[config.mk]
export PLATFORM = sky130hd
export DESIGN_NAME = swrm_div
export DESIGN_NICKNAME = d
export VERILOG_FILES = /design/src/hw/rtl/swrm_pkg.sv /design/src/hw/rtl/swrm_div.sv
export SDC_FILE = /design/constraint.sdc
export NUM_CORES = 1
export LEC_CHECK = 0
export BUFFER_PORTS_ARGS = -buffer_cell sky130_fd_sc_hd__buf_2
export CORE_MARGIN = 5
export CORE_UTILIZATION = 32
export CTS_CLUSTER_SIZE = 30
export DETAILED_ROUTE_END_ITERATION = 8
export GPL_TIMING_DRIVEN = 0
export PLACE_DENSITY = 0.57
export SETUP_SLACK_MARGIN = 0.15
export SLEW_MARGIN = 20
export SYNTH_ARGS = -nofsm -noshare
export SYNTH_HDL_FRONTEND = slang
export SYNTH_SLANG_ARGS = --single-unit
[constraint.sdc]
create_clock -name clock -period 23.1 [get_ports clock]
set_input_delay 4.62 -clock clock [delete_from_list [all_inputs] [get_ports clock]]
set_output_delay 4.62 -clock clock [all_outputs]
set_load 0.1 [all_outputs]
[src/hw/rtl/swrm_pkg.sv]
`timescale 1ns / 1ps
// Shared types and constants of the sliding window rate meter.
// Depends on nothing; imported by the interfaces, the divider and the top level.
package swrm_pkg;

   // Field widths
   localparam int TIME_W  = 40;
   localparam int SIZE_W  = 24;
   localparam int RATE_W  = 64;

   // Microseconds per second, the scale of every rate
   localparam int SCALE_W = 20;
   localparam logic [SCALE_W-1:0] US_PER_S = 20'd1000000;

   // Scaled numerator width and divider step counter
   localparam int PROD_W = RATE_W + SCALE_W;
   localparam int STEP_W = $clog2(PROD_W);

   // Item kinds
   localparam logic ACT_PACKET = 1'b0;
   localparam logic ACT_QUERY  = 1'b1;

   // Register indexes
   localparam int CSR_IDX_W = 2;
   localparam logic [CSR_IDX_W-1:0] CSR_WINDOW   = 2'd0;
   localparam logic [CSR_IDX_W-1:0] CSR_INTERVAL = 2'd1;
   localparam logic [CSR_IDX_W-1:0] CSR_START    = 2'd2;

   // Register reset values
   localparam logic [TIME_W-1:0] WINDOW_RESET   = 40'd1000000;
   localparam logic [TIME_W-1:0] INTERVAL_RESET = 40'd200000;
   localparam logic [TIME_W-1:0] START_RESET    = 40'd0;

   // Request to the scaled divider
   typedef struct packed {
      logic              start;
      logic [RATE_W-1:0] num;
      logic [TIME_W-1:0] den;
   } div_req_type;

   // Answer of the scaled divider
   typedef struct packed {
      logic              done;
      logic [RATE_W-1:0] quo;
   } div_rsp_type;

endpackage

[src/hw/rtl/swrm_div.sv]
`timescale 1ns / 1ps
// Scaled divider: floor(num * 1000000 / den), saturated to 64 bits.
// Depends on swrm_pkg; shift-add scaling, then one restoring bit per cycle.
module swrm_div
   import swrm_pkg::*;
(
   input  logic        clock,
   input  logic        reset,
   input  div_req_type req,
   output div_rsp_type rsp
);

   typedef enum logic [2:0] {
      DV_IDLE = 3'b001,
      DV_MUL  = 3'b010,
      DV_DIV  = 3'b100
   } dv_state_type;

   dv_state_type        state_ff, state_in;
   logic [STEP_W-1:0]   step_ff, step_in;
   logic                done_ff, done_in;
   logic [PROD_W-1:0]   mcand_ff, mcand_in;
   logic [SCALE_W-1:0]  mconst_ff, mconst_in;
   logic [PROD_W-1:0]   prod_ff, prod_in;
   logic [TIME_W-1:0]   den_ff, den_in;
   logic [TIME_W-1:0]   rem_ff, rem_in;
   logic [RATE_W-1:0]   quo_ff, quo_in;
   logic                sat_ff, sat_in;
   logic [TIME_W:0]     rem_shift;
   logic                q_bit;

   // Partial remainder with the next numerator bit brought down
   assign rem_shift = {rem_ff, prod_ff[PROD_W-1]};
   assign q_bit     = (rem_shift >= {1'b0, den_ff});

   // Sequencer: scale by the constant, then divide
   always_comb begin
      state_in  = state_ff;
      step_in   = step_ff;
      done_in   = 1'b0;
      mcand_in  = mcand_ff;
      mconst_in = mconst_ff;
      prod_in   = prod_ff;
      den_in    = den_ff;
      rem_in    = rem_ff;
      quo_in    = quo_ff;
      sat_in    = sat_ff;
      unique case (state_ff)
         DV_IDLE: begin
            if (req.start) begin
               mcand_in  = PROD_W'(req.num);
               mconst_in = US_PER_S;
               prod_in   = '0;
               den_in    = req.den;
               rem_in    = '0;
               quo_in    = '0;
               sat_in    = 1'b0;
               step_in   = '0;
               state_in  = DV_MUL;
            end
         end
         DV_MUL: begin
            if (mconst_ff[0]) begin
               prod_in = prod_ff + mcand_ff;
            end
            mcand_in  = mcand_ff << 1;
            mconst_in = mconst_ff >> 1;
            if (step_ff == STEP_W'(SCALE_W - 1)) begin
               step_in  = '0;
               state_in = DV_DIV;
            end else begin
               step_in = step_ff + 1'b1;
            end
         end
         DV_DIV: begin
            if (q_bit) begin
               rem_in = TIME_W'(rem_shift - {1'b0, den_ff});
            end else begin
               rem_in = rem_shift[TIME_W-1:0];
            end
            prod_in = prod_ff << 1;
            quo_in  = {quo_ff[RATE_W-2:0], q_bit};
            // Any quotient bit above bit 63 means the rate saturates
            sat_in  = sat_ff | quo_ff[RATE_W-1];
            if (step_ff == STEP_W'(PROD_W - 1)) begin
               done_in  = 1'b1;
               state_in = DV_IDLE;
            end else begin
               step_in = step_ff + 1'b1;
            end
         end
         default: begin
            state_in = DV_IDLE;
         end
      endcase
   end

   // Control registers
   always_ff @(posedge clock) begin
      if (reset) begin
         state_ff <= DV_IDLE;
         done_ff  <= 1'b0;
      end else begin
         state_ff <= state_in;
         done_ff  <= done_in;
      end
   end

   // Datapath registers
   always_ff @(posedge clock) begin
      step_ff   <= step_in;
      mcand_ff  <= mcand_in;
      mconst_ff <= mconst_in;
      prod_ff   <= prod_in;
      den_ff    <= den_in;
      rem_ff    <= rem_in;
      quo_ff    <= quo_in;
      sat_ff    <= sat_in;
   end

   assign rsp.done = done_ff;
   assign rsp.quo  = sat_ff ? {RATE_W{1'b1}} : quo_ff;

endmodule
==> flow_summary.ini, run 1 <==
[yosys]
synth-main-ff-cell = edfxtp_1
synth-async-reset-ratio_pct = 0
ys_types = 80
synth_area_sq_um = 21070
synth_top_family_by_area = simple AND/OR/NAND/NOR gates
ys_seq_area_share_pct = 48.84
synth-compound-area-share_pct = 15.11
netlist_instances = 2135
yosysWarnings = 0
yosys.area_share.simple_pct = 18.35
synth_nets = 2368
avgSynthCellArea_sq_um = 9.868
synth_top_cell_by_area = edfxtp_1
synth_area_leaders = edfxtp_1 (48%), ha_1 (7.4%), nand2_1 (6.6%)
synth_edf_count = 340
synth_seq_cells = 344
synth_top_area_share_pct = 48.46
yosys.area_share.adder_pct = 7.554
muxShareOfSynthArea_pct = 1.532
synth_xor_area_share_pct = 5.072

[placed_design]
gp_congestion = 0.8697
dp_slack_ns = 16.61
hpwlAfterDp_um = 40080
port_buffers = 171
dp.cells = 3178

[worst_setup_path]
rr_startpoint = mcand_ff[0]$_SDFFCE_PP0P_
r2r-end = prod_ff[76]$_DFFE_PP_
path_class = flop to output pin
crit_arrival_ns = 2.27
reg2regPathDepth = 13
cp-start-kind = flop
endpoint_kind = output pin
cp.required_ns = 18.48
path_max_fanout = 10
reg2reg_slack_ns = 18.78
cp-startpoint = sat_ff$_SDFFCE_PN0P_

[clocking]
root_buffer = clkbuf_16
cts_max_path_buffers = 3
h-tree-depth = 2
clock_sinks = 344
cts_tree = built
cts_resized = 0
cts_setup_buffers = 0
path_clk_slew_ns = 0.06
clock_latency_ns = 0.56
hold_buffers = 0
cts_made_buffers = 42

[run]
drv_cap = 0

[route]
drtIter0Drc = 1028
vias = 16414
drt-total-wl_um = 53870
viasPerCell = 5.047
ant_nets = 0
wire_per_inst_um = 16.57
first_pass_iters = 5
drc = 0

[floorplanning]
die_x_um = 266.6
initial_core_util_pct = 32.16
io_pins = 172
die_area_sq_um = 71070
core_area_sq_um = 65510
die_height_um = 266.6
rows = 94

[finish]
fin_util_pct = 37.59
instances_no_fill = 3252
mostFrequentLayoutCells = nand2_1 (371), edfxtp_1 (340), buf_2 (183)
regArea_sq_um = 10290
fill_cells = 6534
final_nets = 2591
drive_above_1_share_pct = 14.57
area_delta_synth_final_pct = 16.88
layout_commonest_cell = nand2_1
multi_input_area_sq_um = 10070
antenna_cells = 0

[power_and_ir_drop]
p_leak_nw = 10.01
clockPowerShare_pct = 36.2
seq_power_share_pct = 41.0
switching_share_pct = 30.30
p_per_area_nw_per_um2 = 75.31
switchingPower_w = 0.0005619
peakVddDrop_mv = 0.04947
internal-power_w = 0.001293
p_comb_share_pct = 22.7

[sta]
setup_violations = 0
rsz0062_at_grt = false
setup_tns_ns = 0
fmax_mhz = 145.1
setup_slack_ns = 16.21
slew_headroom_pct = 32.75
finalCritPeriodShare_pct = 29.83
hold_violations = 0
fin_skew_ns = 0.01573
worst_pin_slew_ns = 1.009
finalMaxSlewViolations = 0
period_needed_ns = 6.892
holdWs_ns = 0.4959

[global_route]
grt_max_degree = 85
grt_use_total_pct = 14.62
grt-ovfl-total = 0
antenna_found_initial = 0
grt_pass1_vias = 16520
grt_pass1_wl_um = 86530

[min_path]
min_path_type = flop to flop
hold_depth = 1
min_to = mconst_ff[9]$_SDFFCE_PN1P_
hold_path_startpoint = mconst_ff[10]$_SDFFCE_PN0P_

[status]
status = finished clean
==> registers in the layout (all words and copies together), names as in the netlist, 3 cells and up <==
register and count:
mconst_ff 20, den_ff 40, mcand_ff 84, rem_ff 40, step_ff 7, prod_ff 84, state_ff 3, quo_ff 64
==> power groups by stage <==
stage	clock network, W	registers [W]	logic [W]
after floorplan	0	0.000769	0.000323
after global placement	0	0.000781	0.000409
after detailed placement	0	0.000773	0.000420
after global routing	0.000720	0.000765	0.000465
after CTS	0.000695	0.000761	0.000423
final	0.000672	0.000761	0.000422
==> how the worst max path moves through the flow <==
stage	depth (start not counted)	to	slack [ns]
2_1_floorplan	3	step_ff[0]$_DFFE_PP_	12.62
3_3_place_gp	4	step_ff[2]$_DFFE_PP_	10.24
3_5_place_dp	6	quo_ff[8]$_SDFFCE_PN0P_	16.61
4_1_cts	4	rsp[57]	16.07
5_1_grt	4	rsp[56]	15.97
6_report	4	rsp[57]	16.21
==> cells by family (layout without fill, tap and decap cells) <==
group	Yosys count	in the layout
AOI/OAI and AO/OA	508	508
xor gates and xnor gates	122	122
adders and majority gates	126	126
buffers and inverters	190	443
DFF	344	344
muxes	32	32
and+or+nand+nor	813	813
==> cells in the mapped netlist, drive strengths merged, types with 40 or more instances <==
master and number:
a21oi 137, edfxtp 340, clkbuf 87, and2 40, xor2 56, o21ai 161, a21o 46, nand2 372
or2 68, inv 83, ha 124, nor2 117, and3 72, xnor2 66
==> metal layers <==
metal	vias up	wire, um	track usage (%)	part of all wire, %
met1	7841	24940	19.61	46
met3	82	2160	2.203	4.0
met2	311	25600	24.83	48
met4	0	1175	3.904	2.2
met5	-	0	0	0
li1	8180	-	-	-
==> stage by stage <==
| stage | area [sq um] | total power (W) |
|---|---|---|
| after floorplan | 21070 | 0.001092 |
| after global placement | 23010 | 0.001190 |
| after detailed placement | 23230 | 0.001193 |
| after CTS | 24630 | 0.001879 |
| after global routing | 24630 | 0.001951 |
| final | 24630 | 0.001855 |
==> area by class of cell <==
class	instances	area share, %
Buffer	107	1.773
Clock buffer	52	4.679
Clock inverter	22	0.9704
Inverter	83	1.265
Multi-Input combinational cell	1601	40.88
Sequential cell	344	41.78
Tap cell	864	4.390
Timing Repair Buffer	179	4.258
==> critical path: stages (launching register included) <==
cell	delay [ns]
edfxtp_1	0.31
clkbuf_1	0.45
clkbuf_1	0.33
or2_2	0.18
buf_2	0.44
Note: power is estimated with default switching activity, not from simulation.
==> run 2, diff against run 1 <==
--- a/config.mk
+++ b/config.mk
@@ -5,13 +5,14 @@
 export SDC_FILE = /design/constraint.sdc
 export NUM_CORES = 1
 export LEC_CHECK = 0
+export ABC_AREA = 1
 export BUFFER_PORTS_ARGS = -buffer_cell sky130_fd_sc_hd__buf_2
 export CORE_MARGIN = 5
 export CORE_UTILIZATION = 32
 export CTS_CLUSTER_SIZE = 30
 export DETAILED_ROUTE_END_ITERATION = 8
 export GPL_TIMING_DRIVEN = 0
-export PLACE_DENSITY = 0.57
+export PLACE_DENSITY = 0.58
 export SETUP_SLACK_MARGIN = 0.15
 export SLEW_MARGIN = 20
 export SYNTH_ARGS = -nofsm -noshare
==> constraint.sdc (replaced) <==
create_clock -name clock -period 6.05 [get_ports clock]
set_input_delay 1.21 -clock clock [delete_from_list [all_inputs] [get_ports clock]]
set_output_delay 1.21 -clock clock [all_outputs]
set_load 0.1 [all_outputs]
==> flow_summary.ini, run 2 <==
[clocking]
cts_setup_buffers = 0
cts_tree = built
cts_max_path_buffers = 3
path_clk_slew_ns = 0.06
clock_sinks = 344
root_buffer = clkbuf_16
h-tree-depth = 2
hold_buffers = 0
cts_made_buffers = 43
clock_latency_ns = 0.59
cts_resized = 0

[worst_setup_path]
path_class = flop to flop
crit_arrival_ns = 4.07
endpoint_kind = flop
cp-start-kind = flop
cp.required_ns = 6.34
path_max_fanout = 14

[route]
viasPerCell = 4.573
first_pass_iters = 5
drc = 0
drt-total-wl_um = 77470
drtIter0Drc = 1551
wire_per_inst_um = 16.02
vias = 22111
ant_nets = 0

[global_route]
grt-ovfl-total = 0
antenna_found_initial = 4
grt.busiest_layer = met2
met1_usage_pct = 24.46
grt_pass1_vias = 21503
grt_util_met2_pct = 30.71
grt_max_degree = 48
use_met3_pct = 2.514
grt_pass1_wl_um = 119200
grt_use_total_pct = 18.32

[yosys]
yosysWarnings = 0
synth_area_leaders = edfxtp_1 (42%), nand2_1 (20%), inv_1 (9.5%)
netlist_instances = 3542
synth_edf_count = 340
synth_seq_cells = 344
synth_nets = 3775
avgSynthCellArea_sq_um = 6.940
synth-main-ff-cell = edfxtp_1
synthTopCellsByCount = nand2_1 (1327), inv_1 (622), nor2_1 (441)
yosys.cell_count.top_type = nand2_1
synth-async-reset-ratio_pct = 0
ys_types = 44
synth_top_area_share_pct = 41.53
synth_area_sq_um = 24580
ys_seq_area_share_pct = 41.86
synth_top_cell_by_area = edfxtp_1

[floorplanning]
rows = 101
die_area_sq_um = 82460
die_x_um = 287.2
die_height_um = 287.2
initial_core_util_pct = 32.31
io_pins = 172
core_area_sq_um = 76080

[power_and_ir_drop]
peakVddDrop_mv = 0.2024
p_per_area_nw_per_um2 = 312.0
p_leak_nw = 14.03
power.total_w = 0.008860

[finish]
final_nets = 4003
regArea_sq_um = 10290
multi_input_area_sq_um = 11700
mostFrequentLayoutCells = nand2_1 (1325), inv_1 (621), nor2_1 (441)
area_delta_synth_final_pct = 15.53
drive_above_1_share_pct = 7.785
layout_commonest_cell = nand2_1
final_area_sq_um = 28400
fill_cells = 8388
reg.largest.list = mcand_ff (84), prod_ff (84), quo_ff (64)

[placed_design]
hpwlAfterDp_um = 62970
port_buffers = 171
dp_slack_ns = 1.751
dpl_cell_area_sq_um = 26950
gp_congestion = 0.9722

[sta]
slew_headroom_pct = 28.52
fin_skew_ns = 0.01727
fmax_mhz = 264.9
hold_violations = 0
setup_slack_ns = 2.275
worst_pin_slew_ns = 1.072
finalCritPeriodShare_pct = 62.40
finalMaxSlewViolations = 0
setup_tns_ns = 0
rsz0062_at_grt = false
period_needed_ns = 3.775
setup_violations = 0

[run]
drv_cap = 0

[min_path]
min_path_type = flop to flop

[status]
status = finished clean
-- run 2: changes by cell type in the layout (fill, tap and decap cells not counted), sizes merged, moves of 47 or more --
cell,change
nand2,+963
inv,+550
nor2,+325
nand3,+128
and3,-70
or2,-56
xnor2,-47
-- run 2: logic make-up after synthesis --
kind of cell	synth area share [%]
DFF	41.86
buffers and inverters	10.70
adders and majority gates	6.474
and+or+nand+nor	32.28
AOI/OAI and AO/OA	7.258
xor gates and xnor gates	1.425
-- run 2: path summary, 6_finish.rpt --
check                                                   end  slack [ns]                         from  cells past startpoint
worst max-delay path                  prod_ff[47]$_DFFE_PP_        2.27     state_ff[1]$_SDFFE_PP0P_                     10
worst min register to register  mconst_ff[14]$_SDFFCE_PN1P_        0.50  mconst_ff[15]$_SDFFCE_PN0P_                      1
worst max register to register        prod_ff[47]$_DFFE_PP_        2.27     state_ff[1]$_SDFFE_PP0P_                     10
worst min-delay path            mconst_ff[14]$_SDFFCE_PN1P_        0.50  mconst_ff[15]$_SDFFCE_PN0P_                      1
-- run 2: layer usage --
| layer | vias up | share of wire, % |
|---|---|---|
| li1 | 11556 | - |
| met3 | 129 | 5.1 |
| met1 | 9917 | 46 |
| met2 | 509 | 45 |
| met5 | - | 0 |
| met4 | 0 | 3.6 |
-- run 2: metrics by stage --
step                      utilization (%)  hold WS [ns]  std cells
after detailed placement            35.43        0.4944       4755
final                               37.33        0.4954       4835
after floorplan                         -        0.4818       3542
after global routing                37.32        0.4925       4832
after CTS                           37.31        0.4925       4832
after global placement              35.14        0.4862       4743
-- run 2: cell type report --
class	instances	area share (%)
clock inverters	27	1.022
plain buffers	63	0.9648
repair buffers	183	3.696
multi-input cells	2507	41.20
clock buffers	50	4.022
diodes	3	0.02643
inverters	628	8.300
well taps	1030	4.538
flip-flops and latches	344	36.23
-- run 2: worst max-delay path: stages (launching register included) --
cell and delay, ns:
dfxtp_1 0.34, inv_1 0.09, nor3_4 0.52, inv_1 0.37
clkbuf_2 0.48, clkbuf_1 0.46, a311oi_4 0.37, buf_6 0.22
buf_6 0.20, buf_6 0.19, buf_6 0.19
-- run 2: power breakdown --
group / leakage (nW) / switching [W] / internal (W)
Sequential: 3.36 / 0.000141 / 0.00297
Combinational: 9.97 / 0.00226 / 0.000868
Clock: 0.706 / 0.00108 / 0.00154
